--- src/rtl/core/wbps_pkg.sv ---
`timescale 1ns / 1ps
// shared constants and types for the wildcard byte pattern scan
// no dependencies
package wbps_pkg;

  localparam int PatLen     = 16;
  localparam int OffsetBits = 32;
  localparam int WinLen     = PatLen - 1;
  localparam int LenW       = $clog2(PatLen + 1);
  localparam int IdxW       = $clog2(PatLen);
  localparam int CfgLenW    = 5;
  localparam int AddrW      = 5;
  localparam int DataW      = 64;
  localparam int MaskW      = 16;
  localparam int ResOffW    = 32;

  // register indexes, paddr[4:3]
  localparam logic [1:0] RegPatternLow  = 2'd0;
  localparam logic [1:0] RegPatternHigh = 2'd1;
  localparam logic [1:0] RegWildMask    = 2'd2;
  localparam logic [1:0] RegPatternLen  = 2'd3;

  typedef logic [7:0] byte_t;

  // decoded configuration seen by the scan datapath
  typedef struct packed {
    byte_t [PatLen-1:0] pat;
    logic  [PatLen-1:0] wild;
    logic  [LenW-1:0]   len_m1;
  } cfg_t;

  // what one window cell compares against
  typedef struct packed {
    byte_t pat;
    logic  wild;
    logic  used;
  } cell_cfg_t;

endpackage

--- src/rtl/core/wbps_if.sv ---
`timescale 1ns / 1ps
// valid/ready channel interfaces for input and result words
// depends on wbps_pkg
interface wbps_in_if;
  import wbps_pkg::*;
  logic  valid;
  logic  ready;
  byte_t data_byte;
  logic  last_byte;

  modport source (output valid, output data_byte, output last_byte, input ready);
  modport sink   (input valid, input data_byte, input last_byte, output ready);
endinterface

interface wbps_out_if;
  import wbps_pkg::*;
  logic                 valid;
  logic                 ready;
  logic                 found;
  logic [ResOffW-1:0]   match_offset;

  modport source (output valid, output found, output match_offset, input ready);
  modport sink   (input valid, input found, input match_offset, output ready);
endinterface

--- src/rtl/core/wildcard_byte_pattern_scan.sv ---
`timescale 1ns / 1ps
// top level of the wildcard byte pattern scan: window cells, count, result register
// depends on wbps_pkg, wbps_if, wbps_cfg_regs, wbps_cell
//
//  channel  dir  handshake         payload
//  in_i     in   valid / ready     data_byte[7:0], last_byte
//  out_o    out  valid / ready     found, match_offset[31:0]
//  apb      in   psel / penable    paddr[4:3] register, pwdata[63:0], prdata[63:0]
//
// one word is taken every cycle while in_i.ready is high; the only stored stage is the result register,
// so a byte is compared in the cycle it arrives and its result shows in the cycle after
// the window cells shift one byte per cycle, only in cycles where an input word is taken
// in_i.ready drops only while a result waits in the result register and out_o.ready is low
// reset clears count, reported flag and result valid; window bytes are not cleared,
// the count gate keeps stale bytes out of a compare
module wildcard_byte_pattern_scan
  import wbps_pkg::*;
(
  input  logic             clk_i,
  input  logic             rst_ni,
  wbps_in_if.sink          in_i,
  wbps_out_if.source       out_o,
  input  logic             psel,
  input  logic             penable,
  input  logic             pwrite,
  input  logic [AddrW-1:0] paddr,
  input  logic [DataW-1:0] pwdata,
  output logic [DataW-1:0] prdata,
  output logic             pready
);

  localparam logic [OffsetBits-1:0] CountMax = '1;

  cfg_t cfg;

  wbps_cfg_regs u_cfg (
    .clk_i   (clk_i),
    .rst_ni  (rst_ni),
    .psel    (psel),
    .penable (penable),
    .pwrite  (pwrite),
    .paddr   (paddr),
    .pwdata  (pwdata),
    .prdata  (prdata),
    .pready  (pready),
    .cfg_o   (cfg)
  );

  // handshake
  logic in_fire, out_fire;
  logic out_valid_q, out_valid_d;

  assign in_i.ready = ~out_valid_q | out_o.ready;
  assign in_fire    = in_i.valid & in_i.ready;
  assign out_fire   = out_valid_q & out_o.ready;

  // window: cell k holds the byte seen k+1 words ago
  byte_t     win_byte [WinLen];
  logic      cell_hit [WinLen];
  cell_cfg_t cell_cfg [WinLen];
  logic [WinLen-1:0] hits;

  for (genvar k = 0; k < WinLen; k++) begin : g_cell
    logic [LenW-1:0] pat_idx;

    // cell k lines up with pattern byte len-2-k
    assign pat_idx          = cfg.len_m1 - LenW'(k + 1);
    assign cell_cfg[k].used = LenW'(k) < cfg.len_m1;
    assign cell_cfg[k].pat  = cfg.pat[pat_idx[IdxW-1:0]];
    assign cell_cfg[k].wild = cfg.wild[pat_idx[IdxW-1:0]];

    if (k == 0) begin : g_head
      wbps_cell u_cell (
        .clk_i   (clk_i),
        .shift_i (in_fire),
        .byte_i  (in_i.data_byte),
        .cfg_i   (cell_cfg[k]),
        .byte_o  (win_byte[k]),
        .hit_o   (cell_hit[k])
      );
    end else begin : g_body
      wbps_cell u_cell (
        .clk_i   (clk_i),
        .shift_i (in_fire),
        .byte_i  (win_byte[k-1]),
        .cfg_i   (cell_cfg[k]),
        .byte_o  (win_byte[k]),
        .hit_o   (cell_hit[k])
      );
    end
    assign hits[k] = cell_hit[k];
  end

  // the arriving byte is checked against the final pattern byte
  logic cur_hit;
  assign cur_hit = cfg.wild[cfg.len_m1[IdxW-1:0]] |
                   (in_i.data_byte == cfg.pat[cfg.len_m1[IdxW-1:0]]);

  // region count and match bookkeeping
  logic [OffsetBits-1:0] count_q, count_d;
  logic                  reported_q, reported_d;
  logic                  count_ok, match, emit;
  logic [OffsetBits-1:0] offset;

  assign count_ok = count_q >= OffsetBits'(cfg.len_m1);
  assign offset   = count_q - OffsetBits'(cfg.len_m1);
  assign match    = ~reported_q & count_ok & cur_hit & (&hits);
  assign emit     = match | (~reported_q & in_i.last_byte);

  always_comb begin
    count_d    = count_q;
    reported_d = reported_q;
    if (in_fire) begin
      if (in_i.last_byte) begin
        count_d    = '0;
        reported_d = 1'b0;
      end else begin
        reported_d = reported_q | match;
        if (count_q != CountMax) begin
          count_d = count_q + OffsetBits'(1);
        end
      end
    end
  end

  // result register
  logic               found_q;
  logic [ResOffW-1:0] match_offset_q;

  always_comb begin
    out_valid_d = out_valid_q;
    if (out_fire) begin
      out_valid_d = 1'b0;
    end
    if (in_fire && emit) begin
      out_valid_d = 1'b1;
    end
  end

  always_ff @(posedge clk_i or negedge rst_ni) begin
    if (!rst_ni) begin
      count_q     <= '0;
      reported_q  <= 1'b0;
      out_valid_q <= 1'b0;
    end else begin
      count_q     <= count_d;
      reported_q  <= reported_d;
      out_valid_q <= out_valid_d;
    end
  end

  always_ff @(posedge clk_i) begin
    if (in_fire && emit) begin
      found_q        <= match;
      match_offset_q <= match ? ResOffW'(offset) : '0;
    end
  end

  assign out_o.valid        = out_valid_q;
  assign out_o.found        = found_q;
  assign out_o.match_offset = match_offset_q;

`ifndef SYNTHESIS
  // a new result never lands on one that is still waiting
  assert property (@(posedge clk_i) disable iff (!rst_ni)
    in_fire && emit |-> !out_valid_q || out_o.ready)
    else $error("result register overwritten");

  // the last byte of a region always restarts the scan
  assert property (@(posedge clk_i) disable iff (!rst_ni)
    in_fire && in_i.last_byte |=> count_q == '0 && !reported_q)
    else $error("scan not cleared after last byte");

  // a not-found result carries a zero offset
  assert property (@(posedge clk_i) disable iff (!rst_ni)
    out_valid_q && !found_q |-> match_offset_q == '0)
    else $error("offset set on a not-found result");

  // once a match is reported no further result comes in that region
  assert property (@(posedge clk_i) disable iff (!rst_ni)
    reported_q |-> !emit)
    else $error("second result in one region");

  // count steps by one per non-final byte until it saturates
  assert property (@(posedge clk_i) disable iff (!rst_ni)
    in_fire && !in_i.last_byte && count_q != CountMax |=> count_q == $past(count_q) + 1'b1)
    else $error("byte count slipped");
`endif

endmodule

--- src/rtl/core/wbps_cfg_regs.sv ---
`timescale 1ns / 1ps
// apb register block: pattern, wildcard mask and length
// depends on wbps_pkg
module wbps_cfg_regs
  import wbps_pkg::*;
(
  input  logic             clk_i,
  input  logic             rst_ni,
  input  logic             psel,
  input  logic             penable,
  input  logic             pwrite,
  input  logic [AddrW-1:0] paddr,
  input  logic [DataW-1:0] pwdata,
  output logic [DataW-1:0] prdata,
  output logic             pready,
  output cfg_t             cfg_o
);

  logic [DataW-1:0]   pat_low_q, pat_low_d;
  logic [DataW-1:0]   pat_high_q, pat_high_d;
  logic [MaskW-1:0]   wild_q, wild_d;
  logic [CfgLenW-1:0] len_q, len_d;
  logic [1:0]         reg_idx;
  logic               wr_en;
  logic [LenW-1:0]    len_eff;

  assign pready  = 1'b1;
  assign reg_idx = paddr[4:3];
  assign wr_en   = psel & penable & pwrite & pready;

  always_comb begin
    pat_low_d  = pat_low_q;
    pat_high_d = pat_high_q;
    wild_d     = wild_q;
    len_d      = len_q;
    if (wr_en) begin
      unique case (reg_idx)
        RegPatternLow:  pat_low_d  = pwdata;
        RegPatternHigh: pat_high_d = pwdata;
        RegWildMask:    wild_d     = pwdata[MaskW-1:0];
        RegPatternLen:  len_d      = pwdata[CfgLenW-1:0];
        default:        ;
      endcase
    end
  end

  always_ff @(posedge clk_i or negedge rst_ni) begin
    if (!rst_ni) begin
      pat_low_q  <= '0;
      pat_high_q <= '0;
      wild_q     <= '0;
      len_q      <= CfgLenW'(1);
    end else begin
      pat_low_q  <= pat_low_d;
      pat_high_q <= pat_high_d;
      wild_q     <= wild_d;
      len_q      <= len_d;
    end
  end

  always_comb begin
    unique case (reg_idx)
      RegPatternLow:  prdata = pat_low_q;
      RegPatternHigh: prdata = pat_high_q;
      RegWildMask:    prdata = DataW'(wild_q);
      RegPatternLen:  prdata = DataW'(len_q);
      default:        prdata = '0;
    endcase
  end

  // zero length acts as one, oversize length clamps to PatLen
  always_comb begin
    if (len_q == '0) begin
      len_eff = LenW'(1);
    end else if (int'(len_q) > PatLen) begin
      len_eff = LenW'(PatLen);
    end else begin
      len_eff = LenW'(len_q);
    end
  end

  always_comb begin
    cfg_o.len_m1 = len_eff - LenW'(1);
    for (int i = 0; i < PatLen; i++) begin
      if (i < 8) begin
        cfg_o.pat[i]  = pat_low_q[8*i +: 8];
        cfg_o.wild[i] = wild_q[i];
      end else if (i < 16) begin
        cfg_o.pat[i]  = pat_high_q[8*(i-8) +: 8];
        cfg_o.wild[i] = wild_q[i];
      end else begin
        cfg_o.pat[i]  = '0;
        cfg_o.wild[i] = 1'b0;
      end
    end
  end

endmodule

--- src/rtl/core/wbps_cell.sv ---
`timescale 1ns / 1ps
// one window cell: holds a past byte, passes it on, compares it
// depends on wbps_pkg
module wbps_cell
  import wbps_pkg::*;
(
  input  logic      clk_i,
  input  logic      shift_i,
  input  byte_t     byte_i,
  input  cell_cfg_t cfg_i,
  output byte_t     byte_o,
  output logic      hit_o
);

  byte_t byte_q;

  always_ff @(posedge clk_i) begin
    if (shift_i) begin
      byte_q <= byte_i;
    end
  end

  assign byte_o = byte_q;
  // unused cells never block a match
  assign hit_o  = ~cfg_i.used | cfg_i.wild | (byte_q == cfg_i.pat);

endmodule

--- src/flat_wrapper.sv ---
// flat-port wrapper written by rule: the top's interface ports become plain ports
module wildcard_byte_pattern_scan_flat import wbps_pkg::*;
  (clk_i, rst_ni, psel, penable, pwrite, paddr, pwdata, prdata, pready, in_i_valid, in_i_data_byte, in_i_last_byte, in_i_ready, out_o_valid, out_o_found, out_o_match_offset, out_o_ready);
  wbps_in_if in_i_i ();
  wbps_out_if out_o_i ();
  input  logic clk_i;
  input  logic rst_ni;
  input  logic psel;
  input  logic penable;
  input  logic pwrite;
  input  logic [AddrW-1:0] paddr;
  input  logic [DataW-1:0] pwdata;
  output logic [DataW-1:0] prdata;
  output logic pready;
  input wire logic [$bits(in_i_i.valid)-1:0] in_i_valid;
  input wire logic [$bits(in_i_i.data_byte)-1:0] in_i_data_byte;
  input wire logic [$bits(in_i_i.last_byte)-1:0] in_i_last_byte;
  output wire logic [$bits(in_i_i.ready)-1:0] in_i_ready;
  output wire logic [$bits(out_o_i.valid)-1:0] out_o_valid;
  output wire logic [$bits(out_o_i.found)-1:0] out_o_found;
  output wire logic [$bits(out_o_i.match_offset)-1:0] out_o_match_offset;
  input wire logic [$bits(out_o_i.ready)-1:0] out_o_ready;
  assign in_i_i.valid = in_i_valid;
  assign in_i_i.data_byte = in_i_data_byte;
  assign in_i_i.last_byte = in_i_last_byte;
  assign in_i_ready = in_i_i.ready;
  assign out_o_valid = out_o_i.valid;
  assign out_o_found = out_o_i.found;
  assign out_o_match_offset = out_o_i.match_offset;
  assign out_o_i.ready = out_o_ready;
  wildcard_byte_pattern_scan u_core (.clk_i(clk_i), .rst_ni(rst_ni), .in_i(in_i_i), .out_o(out_o_i), .psel(psel), .penable(penable), .pwrite(pwrite), .paddr(paddr), .pwdata(pwdata), .prdata(prdata), .pready(pready));
endmodule
--- config.mk ---
export PLATFORM = sky130hd
export DESIGN_NAME = wildcard_byte_pattern_scan_flat
export DESIGN_NICKNAME = d
export VERILOG_FILES = /design/src/rtl/core/wbps_pkg.sv /design/src/rtl/core/wbps_if.sv /design/src/rtl/core/wildcard_byte_pattern_scan.sv /design/src/rtl/core/wbps_cfg_regs.sv /design/src/rtl/core/wbps_cell.sv /design/src/flat_wrapper.sv
export SDC_FILE = /design/constraint.sdc
export NUM_CORES = 1
export LEC_CHECK = 0
export BUFFER_PORTS_ARGS = -buffer_cell sky130_fd_sc_hd__buf_2
export CORE_MARGIN = 4
export CORE_UTILIZATION = 55
export CTS_BUF_LIST = sky130_fd_sc_hd__clkbuf_8
export CTS_CLUSTER_SIZE = 25
export DETAILED_ROUTE_END_ITERATION = 7
export PLACE_DENSITY = 0.79
export SLEW_MARGIN = 20
export SYNTH_ARGS = -nofsm -noshare
export SYNTH_HDL_FRONTEND = slang
export SYNTH_SLANG_ARGS = --single-unit
--- constraint.sdc ---
create_clock -name clk_i -period 8.26 [get_ports clk_i]
set_input_delay 0.826 -clock clk_i [delete_from_list [all_inputs] [get_ports clk_i]]
set_output_delay 0.826 -clock clk_i [all_outputs]
set_load 0.1 [all_outputs]
== Word level (Yosys, flattened, before mapping) ==
Index checks and enable logic that the tools add are counted.

* Register bits: 336
* Bits in latches: 0
* Bits in writable memories: 0
* ROM bits: 0
* Memories: 0

* $add $sub $neg: 18
* $mul: 0
* Div/mod/pow operators: 0
* $lt $le $gt $ge: 33
* Equal/unequal tests: 20
* Shift-type cells: 0
* Mux-type cells: 72
* Bitwise logic cells: 59
* Reduce and logical (&&, ||, !) cells: 11

{| class="wikitable"
|+ Operators by type and width
! operator !! number
|-
| $bmux W8 S4 || 16
|-
| $pmux W64 S4 || 1
|-
| $eq A8 B8 Y1 || 16
|-
| $mux W8 || 16
|-
| $lt A4 B5 Y1 const B || 16
|-
| $bmux W1 S4 || 16
|-
| $mux W32 || 2
|-
| $lt A4 B5 Y1 const A || 7
|-
| $or A1 B1 Y1 || 34
|-
| $add A32 B1 Y32 const B || 1
|-
| $ge A32 B5 Y1 || 1
|-
| $ne A32 B32 Y1 const B || 1
|-
| $sub A32 B5 Y32 || 1
|-
| $sub A4 B4 Y4 const B || 8
|-
| $lt A3 B5 Y1 const A || 4
|-
| $mux W1 || 19
|-
| $not A1 Y1 || 17
|-
| $sub A4 B3 Y4 const B || 4
|-
| $reduce_and A15 Y1 || 1
|-
| $lt A1 B5 Y1 const A || 2
|-
| $lt A2 B5 Y1 const A || 2
|-
| $mux W5 || 2
|-
| $reduce_and A2 Y1 || 5
|-
| $and A1 B1 Y1 || 8
|-
| 10 further kinds || 13
|}

== Depth between registers and ports, before layout ==
Gate-level depths: netlist (run 1).

* Depth in word-level cells: 14
* Mapped depth: 20
* Depth with buffers taken out: 15

== Hierarchy ==
A second synthesis (run 1) with hierarchy kept.

* Cells, all modules: 1774
* Area, all modules: 23353.6 um2

{| class="wikitable"
|+ By module, submodules not included
! module !! times used !! cells each !! area an instance (um2)
|-
| wildcard_byte_pattern_scan || 1 || 989 || 11377.2
|-
| wbps_cfg_regs || 1 || 485 || 6965.4
|-
| wbps_cell || 15 || 20 || 334.1
|}

== Worst setup path after synthesis (run 1) ==
Ideal clock, no wire load.

* Kind: register to register
* From: register u_core.u_cfg.len_q[2]
* To: register u_core.found_q, in the netlist u_core.out_o.found (enable)
* Setup time: 0.427 ns
* Arrival: 6.056 ns
* Required time: 7.833 ns
* Path slack: 1.777 ns
* Stages on the path, launching flop included: 20
* Buffers on the path: 5
* Clock period less this slack: 6.483 ns
* Cell sequence: dfrtp_1 > buf_2 > nor2b_1 > inv_1 > buf_2 > buf_2 > buf_1 > ha_1 > a21bo_2 > a22oi_4 > nand2_4 > xnor2_4 > buf_6 > mux4_2 > xor2_1 > nand3_1 > o31ai_1 > o2111ai_2 > or2_0 > o21ai_1

* Word-level cells in the longest chain between the ends: 13
* Elaborated cells on any way between the ends: 168
* Those cells by class: add/sub: 16; order compare: 17; eq/ne: 16; mux: 66; bitwise: 50; reduce/logical: 3

{| class="wikitable"
|+ RTL lines
! what !! RTL line !! text
|-
| from (decl) || wbps_cfg_regs.sv:22 || <nowiki>logic [CfgLenW-1:0] len_q, len_d;</nowiki>
|-
| from (signal assigned) || wbps_cfg_regs.sv:52 || <nowiki>len_q <= CfgLenW'(1);</nowiki>
|-
| from (signal assigned) || wbps_cfg_regs.sv:57 || <nowiki>len_q <= len_d;</nowiki>
|-
| $gt A5 B5 Y1 || wbps_cfg_regs.sv:75 || <nowiki>end else if (int'(len_q) > PatLen) begin</nowiki>
|-
| $mux W5 || wbps_cfg_regs.sv:75 ||
|-
| $mux W5 (*) || wbps_cfg_regs.sv:73 || <nowiki>if (len_q == '0) begin</nowiki>
|-
| $sub A5 B1 Y5 (*) || wbps_cfg_regs.sv:83 || <nowiki>cfg_o.len_m1 = len_eff - LenW'(1);</nowiki>
|-
| $sub A4 B4 Y4 (tied with other cells) || wildcard_byte_pattern_scan.sv:67 || <nowiki>assign pat_idx = cfg.len_m1 - LenW'(k + 1);</nowiki>
|-
| $bmux W8 S4 or $bmux W1 S4 (tied branches) || wildcard_byte_pattern_scan.sv:69, wildcard_byte_pattern_scan.sv:70 ||
|-
| $mux W8 (not written as such) or $mux W1 (tied branches) || wildcard_byte_pattern_scan.sv:69, wildcard_byte_pattern_scan.sv:70 ||
|-
| $eq A8 B8 Y1 or $or A1 B1 Y1 (tied branches) || wbps_cell.sv:25 || <nowiki>assign hit_o = ~cfg_i.used | cfg_i.wild | (byte_q == cfg_i.pat);</nowiki>
|-
| $or A1 B1 Y1 || wbps_cell.sv:25 ||
|-
| $reduce_and A15 Y1 || wildcard_byte_pattern_scan.sv:107 || <nowiki>assign match = ~reported_q & count_ok & cur_hit & (&hits);</nowiki>
|-
| $and A1 B1 Y1 (*) || wildcard_byte_pattern_scan.sv:107 ||
|-
| $or A1 B1 Y1 (*) || wildcard_byte_pattern_scan.sv:108 || <nowiki>assign emit = match | (~reported_q & in_i.last_byte);</nowiki>
|-
| $logic_and A1 B1 Y1 (*) || wildcard_byte_pattern_scan.sv:153 || <nowiki>if (in_fire && emit) begin</nowiki>
|-
| to (signal assigned) || wildcard_byte_pattern_scan.sv:154 || <nowiki>found_q <= match;</nowiki>
|-
| to (decl) || wildcard_byte_pattern_scan.sv:127 || <nowiki>logic found_q;</nowiki>
|}

Mark *: on every way between the ends. The rest lies on a longest branch, timed or not. The select of a mux whose other input is x is not followed.
A chain may end at the register's enable or synchronous reset.

== Worst setup path in the final report (run 1) ==
* From: register u_core.u_cfg.len_q[0]
* To: register u_core.match_offset_q[3], in the netlist u_core.out_o.match_offset[3] (enable)

* Word-level cells in the longest chain between the ends: 13
* Elaborated cells on any way between the ends: 168
* Those cells by class: add/sub: 16; order compare: 17; eq/ne: 16; mux: 66; bitwise: 50; reduce/logical: 3

{| class="wikitable"
|+ RTL lines
! what !! RTL line !! text
|-
| $gt A5 B5 Y1 || wbps_cfg_regs.sv:75 ||
|-
| $mux W5 || wbps_cfg_regs.sv:75 ||
|-
| $mux W5 (*) || wbps_cfg_regs.sv:73 ||
|-
| $sub A5 B1 Y5 (*) || wbps_cfg_regs.sv:83 ||
|-
| $sub A4 B4 Y4 (tied with other cells) || wildcard_byte_pattern_scan.sv:67 ||
|-
| $bmux W8 S4 or $bmux W1 S4 (tied branches) || wildcard_byte_pattern_scan.sv:69, wildcard_byte_pattern_scan.sv:70 ||
|-
| $mux W8 (not written as such) or $mux W1 (tied branches) || wildcard_byte_pattern_scan.sv:69, wildcard_byte_pattern_scan.sv:70 ||
|-
| $eq A8 B8 Y1 or $or A1 B1 Y1 (tied branches) || wbps_cell.sv:25 ||
|-
| $or A1 B1 Y1 || wbps_cell.sv:25 ||
|-
| $reduce_and A15 Y1 || wildcard_byte_pattern_scan.sv:107 ||
|-
| $and A1 B1 Y1 (*) || wildcard_byte_pattern_scan.sv:107 ||
|-
| $or A1 B1 Y1 (*) || wildcard_byte_pattern_scan.sv:108 ||
|-
| $logic_and A1 B1 Y1 (*) || wildcard_byte_pattern_scan.sv:153 ||
|-
| to (signal assigned) || wildcard_byte_pattern_scan.sv:155 || <nowiki>match_offset_q <= match ? ResOffW'(offset) : '0;</nowiki>
|-
| to (decl) || wildcard_byte_pattern_scan.sv:128 || <nowiki>logic [ResOffW-1:0] match_offset_q;</nowiki>
|}

Marked as above.

==> impl_metrics.json, run 1 <==
{
  "critPathTopFamily": "simple AND/OR/NAND/NOR gates",
  "yosys.cell_types.count": 97,
  "clkPwrFrac_pct": 13.6,
  "finalHoldViolCount": 0,
  "synth_cells": 2379,
  "finalCritPeriodShare_pct": 82.63,
  "regArea_um2": 9184,
  "cts.reportedPaths.clkPinSlew_ns": 0.07,
  "drtPass1Iterations": 8,
  "wl_per_cell_um": 31.01,
  "numClockSinks": 336,
  "largest_net_degree_at_the_start_of_global_routing": 109,
  "via_per_inst": 7.125,
  "core.rowCount": 77,
  "drv_cap": 0,
  "netlist_area_um2": 24510,
  "cts-root-buf": "clkbuf_8",
  "die_area_um2": 48000,
  "timing.final.crit_period_ns": 6.825,
  "setup_tns_ns": 0,
  "worstHoldPathType": "in2async",
  "synthesized_net_count": 2473,
  "cp.buffers_inverters": 3,
  "relSlewSlack_pct": 19.81,
  "crit_path_max_fanout": 63,
  "setup_repair_after_global_routing_missed_its_margin": "false",
  "grt_usage_pct": 39.56,
  "grt.overflow.total": 0,
  "holdBufCountCts": 0,
  "internal_power_mw": 4.823,
  "standby_leakage_power_nw": 10.67,
  "global_route_wire_length_before_repair_um": 140200,
  "ant_nets": 0,
  "multi_input_area_um2": 14340,
  "irDropWorstVdd_uv": 254.4,
  "crit_path_max_incr_delay_ns": 1.17,
  "tightestPinTransition_ns": 1.203,
  "synth_seq_area_share_pct": 37.44,
  "die_y_um": 219.1,
  "initial_cell_density_of_the_core_pct": 55.54,
  "worstPathCellList": "nor2_1 -> a21oi_4 -> nand2_2 -> ha_1 -> a21oi_2 -> buf_4 -> mux2i_1 -> mux2i_1 -> a22oi_1 -> nand3_1 -> nand4_1 -> nor4_1 -> o2111ai_4 -> buf_4 -> or2_0 -> o21ai_2 -> buf_4",
  "gp_congestion": 1.077,
  "cell_area_after_placement_um2": 25740,
  "power_switching_mw": 5.259,
  "number_of_enable_flip_flop_cells_after_synthesis": 153,
  "port-buffer-count": 180,
  "power_density_nw_per_um2": 376.6,
  "timing.critical_path.mode_cell": "buf_4",
  "syn_warnings": 0,
  "worstPathArrival_ns": 7.13,
  "tritoncts_clock_tree": "done",
  "fp.coreArea_um2": 44120,
  "wirelength_um": 96260,
  "route.detailed.drc": 1,
  "crit_path_top_delay_cell": "dfstp_4",
  "finalClockSkew_ns": 0.03020,
  "critical_setup_path_class": "reg2reg",
  "vias_in_the_first_global_route": 20933,
  "clock_latency_late_sink_ns": 0.66,
  "die-width_um": 219.1,
  "netSwitchingFraction_pct": 52.16,
  "top_level_pins": 185,
  "tritoncts_buffer_count": 55,
  "cts_resized": 0,
  "cp.required_ns": 8.57,
  "clock.fmax_mhz": 146.5,
  "status": "finished, violations left",
  "place_worst_setup_slack_ns": 1.738,
  "vias": 22116,
  "worst_slack_ns": 1.435,
  "final_area_um2": 26770,
  "cts-root-to-sink-buffers": 3,
  "drv_slew": 0,
  "report.final.setup_viol": 0,
  "htree_num_levels": 2,
  "number_of_antenna_cells_inserted": 0,
  "fillCellCount": 3647,
  "synth_ff_type": "dfrtp_1",
  "dpl.hpwl_um": 72490,
  "violated_checks": "DRC",
  "post_cts.repair.setup_buffers": 0,
  "antenna_found_initial": 0,
  "area_delta_synth_final_pct": 9.230,
  "fin_util_pct": 60.67,
  "first_iter_violations": 3541,
  "async_flop_share_pct": 54.46,
  "avg_inst_size_synth_um2": 10.30,
  "share_of_cells_above_drive_strength_1_pct": 24.68,
  "setup.worst_path.start_class": "register",
  "final_nets": 2564,
  "p_seq_share_pct": 25.5,
  "yosys_register_bits": 336,
  "share_comb_of_total_power_pct": 60.9,
  "critPathCaptureType": "register"
}
## cell usage after synthesis (all sizes together), types with 90 or more instances
cell type  count  area share, %
o22ai         90            2.3
xor2          99            3.5
dfrtp        182             19
o221ai       104            3.7
nor2         160            2.5
nor3         108            2.8
mux2         161            7.4
clkbuf        98            1.5
buf          105            2.3
edfxtp       153             19
nand2        171            2.7
mux2i        267             11
## through the flow
| step | hold WS, ns | total power [mW] | instances |
|---|---|---|---|
| final | 0.3084 | 10.08 | 3104 |
| after CTS | 0.3179 | 9.830 | 3104 |
| after detailed placement | 0.4568 | 8.455 | 3005 |
| after global routing | 0.3808 | 10.40 | 3104 |
| after global placement | 0.4506 | 8.329 | 3005 |
| after floorplan | 0.4360 | 6.549 | 2379 |
## flip-flops by register name, indices dropped and copies added (netlist names)
register,cells
u_core.g_cell.g_body.u_cell.byte_o,112
u_core.u_cfg.pat_low_q,64
u_core.u_cfg.len_q,5
u_core.reported_q,1
u_core.out_o.valid,1
u_core.u_cfg.wild_q,16
u_core.g_cell.g_head.u_cell.byte_o,8
u_core.out_o.found,1
u_core.out_o.match_offset,32
u_core.u_cfg.pat_high_q,64
u_core.count_q,32
## power by group through the flow
stage	Clock [mW]	Combinational, mW	Sequential [mW]
after floorplan	0	4.28	2.27
after global placement	0	5.79	2.54
after detailed placement	0	5.90	2.56
after CTS	1.39	5.91	2.53
after global routing	1.47	6.36	2.57
final	1.37	6.14	2.57
## cell usage in the layout (no fill, tap or decap), types with 7 or more instances in the layout
cell       count
nor3_2        32
xnor2_1       56
nor2_1       157
o221a_2       10
clkbuf_8      63
edfxtp_1     153
o221ai_1     104
o22ai_1       90
buf_4         58
and3_1        20
nand4_1       24
nor4_1        19
o211ai_1      17
o32a_1         7
clkinv_1       7
o21a_1        26
a22oi_1       15
o21ai_0       66
inv_1         50
mux2i_1      267
dfrtp_1      180
a31oi_1       10
mux2_2       160
buf_2        178
nor2b_1        9
nor3_1        76
a2bb2oi_1      8
a211oi_1      21
nand3_1       41
ha_1           8
mux4_2        54
a21oi_1       66
nand2_1      167
or3_1         19
xor2_1        99
nand2b_1      16
## area by class of cell
type / count / area share [%]
Tap cell: 592 / 2.767
Sequential cell: 336 / 34.31
Timing Repair Buffer: 237 / 4.996
Clock inverter: 36 / 0.6216
Multi-Input combinational cell: 1805 / 53.57
Inverter: 35 / 0.5001
Clock buffer: 63 / 3.239
## final timing paths
kind | start | end | slack (ns) | cells past startpoint
setup reg to reg | u_core.u_cfg.len_q[0]$_DFFE_PN1P_ | u_core.out_o.match_offset[3]$_SDFFCE_PN0P_ | 1.43 | 17
min in group clk_i | in_i_data_byte[2] | u_core.g_cell[0].g_head.u_cell.byte_o[2]$_DFFE_PP_ | 0.41 | 1
setup / recovery | u_core.u_cfg.len_q[0]$_DFFE_PN1P_ | u_core.out_o.match_offset[3]$_SDFFCE_PN0P_ | 1.43 | 17
max in group asynchronous | rst_ni | u_core.u_cfg.len_q[1]$_DFFE_PN0P_ | 6.26 | 2
hold reg to reg | u_core.g_cell[0].g_head.u_cell.byte_o[5]$_DFFE_PP_ | u_core.g_cell[1].g_body.u_cell.byte_o[5]$_DFFE_PP_ | 0.47 | 0
hold / removal | rst_ni | u_core.u_cfg.pat_low_q[48]$_DFFE_PN0P_ | 0.31 | 1
## per-layer routing
layer	vias to the layer above	track usage, %	share of wire, %
li1	9337	-	-
met2	1647	59.62	43
met5	-	0	0
met3	334	9.416	12
met4	0	21.42	7.3
met1	10798	52.97	38
## cells by family after synthesis
| logic type | Yosys count | synth area share [%] |
|---|---|---|
| other cells | 1 | 0.01530 |
| fa+ha+maj | 12 | 0.6228 |
| mux | 482 | 23.26 |
| xor+xnor | 158 | 5.876 |
| buf+inv | 238 | 4.339 |
| simple gates | 626 | 12.84 |
| compound gates | 526 | 15.60 |
| flops | 336 | 37.44 |
No activity file was read; power rests on OpenSTA's default activity.
==> run 2, diff against run 1 <==
clock period = 6.99 ns   (was 8.26 ns; I/O delays follow)
==> run 2 against run 1 <==
The run still ends with DRC left; utilization up 0.53 points; worst setup slack worse by 0.49 ns; clock skew about the same; combinational power up 18%; cell count up 0.61%; global-route usage up 0.15 points; via count down 0.31%; wire length up 0.16%; largest cell class unchanged.
==> impl_metrics.json, run 2 (synthesis results as in run 1) <==
{
  "cts.reportedPaths.clkPinSlew_ns": 0.07,
  "cts-root-to-sink-buffers": 3,
  "irDropWorstVdd_uv": 312.9,
  "htree_num_levels": 2,
  "die_y_um": 219.1,
  "drv_cap": 0,
  "setup.worst_path.start_class": "register",
  "dpl.hpwl_um": 72630,
  "wl_per_cell_um": 30.87,
  "worstPathArrival_ns": 6.41,
  "multi_input_area_um2": 14330,
  "timing.hold.ws_ns": 0.2612,
  "die_area_um2": 48000,
  "regArea_um2": 9184,
  "power.total_mw": 12.02,
  "worst_r2r_path_depth": 13,
  "report.final.setup_viol": 0,
  "violated_checks": "DRC",
  "whs_path_depth": 1,
  "port-buffer-count": 180,
  "tightestPinTransition_ns": 1.169,
  "tritoncts_buffer_count": 55,
  "drtPass1Iterations": 8,
  "initial_cell_density_of_the_core_pct": 55.54,
  "core.rowCount": 77,
  "final_common_cell": "mux2i_1",
  "relSlewSlack_pct": 22.08,
  "grt.overflow.total": 0,
  "dp_cells": 3020,
  "first_iter_violations": 3322,
  "r2r_slack_ns": 0.95,
  "leading_cell_types_in_the_layout_fill_and_taps_excluded": "267 x mux2i_1, 180 x dfrtp_1, 178 x buf_2, 167 x nand2_1, 160 x mux2_2",
  "top_level_pins": 185,
  "layoutNonFillerInstCount": 3123,
  "min-delay-start": "in_i_data_byte[0]",
  "vias_in_the_first_global_route": 20702,
  "power_density_nw_per_um2": 445.1,
  "cts-root-buf": "clkbuf_8",
  "die-width_um": 219.1,
  "antenna_found_initial": 2,
  "setup_tns_ns": 0,
  "final_nets": 2580,
  "status": "finished, violations left",
  "timing.final.crit_period_ns": 6.043,
  "grt_usage_pct": 39.71,
  "critPathCaptureType": "register",
  "crit_path_max_incr_delay_ns": 0.98,
  "via_per_inst": 7.060,
  "tritoncts_clock_tree": "done",
  "drv_slew": 0,
  "fillCellCount": 3696,
  "area_delta_synth_final_pct": 10.19,
  "numClockSinks": 336,
  "hold-path-endpoint": "u_core.g_cell[0].g_head.u_cell.byte_o[0]$_DFFE_PP_",
  "share_of_cells_above_drive_strength_1_pct": 25.42,
  "largest_register_ffs": 112,
  "clock.fmax_mhz": 165.5,
  "gp_congestion": 1.081,
  "worstPathCellList": "buf_4 -> buf_4 -> mux2_1 -> a222oi_1 -> nor3_1 -> nor4_1 -> o2111ai_1 -> nor4_1 -> o32ai_1 -> nor4_2 -> nand4_2 -> o21ai_2 -> buf_12",
  "cp.required_ns": 7.36,
  "standby_leakage_power_nw": 10.76,
  "setup_repair_after_global_routing_missed_its_margin": "false",
  "crit_path_top_delay_cell": "a222oi_1",
  "critical_setup_path_class": "reg2reg",
  "global_route_wire_length_before_repair_um": 140800,
  "finalCritPeriodShare_pct": 86.46,
  "worstHoldPathType": "in2reg",
  "wirelength_um": 96410,
  "vias": 22048,
  "r2r-end": "u_core.out_o.match_offset[4]$_SDFFCE_PN0P_",
  "post_cts.repair.setup_buffers": 0,
  "clock_latency_late_sink_ns": 0.68,
  "route.detailed.drc": 3,
  "crit_path_max_fanout": 44,
  "timing.rr.start": "u_core.u_cfg.len_q[0]$_DFFE_PN1P_",
  "finalHoldViolCount": 0,
  "ant_nets": 0,
  "finalClockSkew_ns": 0.03047,
  "largest_net_degree_at_the_start_of_global_routing": 172,
  "fp.coreArea_um2": 44120
}
## run 2: cell count changes in the layout (fill, tap and decap cells not counted), sizes merged
cell,change
dlygate4sd3,+1
clkinv,+8
diode,+1
inv,-9
buf,+15
clkinvlp,+3
clkbuf,-4
bufinv,+4
## run 2: cell type report
type,count,share of cell area (%)
inverters,35,0.4957
clock inverters,42,1.177
repair buffers,253,5.499
multi-input cells,1805,53.06
diodes,1,0.009266
flip-flops and latches,336,34.01
clock buffers,59,3.007
well taps,592,2.743
## run 2: worst max path at each step
stage / endpoint / slack [ns] / depth (start not counted) / from
2_1_floorplan: u_core.out_o.found$_DFFE_PP_ / 0.51 / 19 / u_core.u_cfg.len_q[2]$_DFFE_PN0P_
3_3_place_gp: u_core.out_o.match_offset[17]$_SDFFCE_PN0P_ / 1.09 / 16 / u_core.u_cfg.len_q[1]$_DFFE_PN0P_
3_5_place_dp: u_core.out_o.match_offset[24]$_SDFFCE_PN0P_ / 1.04 / 16 / u_core.u_cfg.len_q[1]$_DFFE_PN0P_
4_1_cts: u_core.out_o.match_offset[13]$_SDFFCE_PN0P_ / 1.06 / 16 / u_core.u_cfg.len_q[1]$_DFFE_PN0P_
5_1_grt: u_core.out_o.match_offset[5]$_SDFFCE_PN0P_ / 0.61 / 16 / u_core.u_cfg.len_q[1]$_DFFE_PN0P_
6_report: u_core.out_o.match_offset[4]$_SDFFCE_PN0P_ / 0.95 / 13 / u_core.u_cfg.len_q[0]$_DFFE_PN1P_
## run 2: worst max-delay path, delay by kind of cell (launching register included)
kind	cells	cell delay, ns
AOI/OAI and AO/OA	4	1.53
and+or+nand+nor	5	1.45
muxes	1	0.38
DFF	1	0.92
buffers and inverters	3	1.39
## run 2: layer usage
layer,GRT usage (%),routed length (um),vias up
met3,10.69,11640,278
met2,58.60,41330,1483
met5,0,13,-
li1,-,-,9362
met1,54.44,37780,10923
met4,19.19,5642,2
## run 2: power by group
part	switching (mW)	internal, mW
sequential	0.668	2.35
clock	0.843	0.937
combinational	4.65	2.57
## run 2: metrics by stage
step	setup slack (ns)	util [%]	area [um2]
finish	0.9465	61.20	27010
global route	0.6145	61.20	27000
CTS	1.064	61.19	27000
detailed placement	1.044	58.61	25860
global placement	1.092	58.61	25860
floorplan	0.5067	-	24510
## run 2: what timing repair did
action | CTS | global route
gates resized for setup | 0 | 0
endpoints found under the hold margin | 12 | 0
hold buffers | 1 | 0
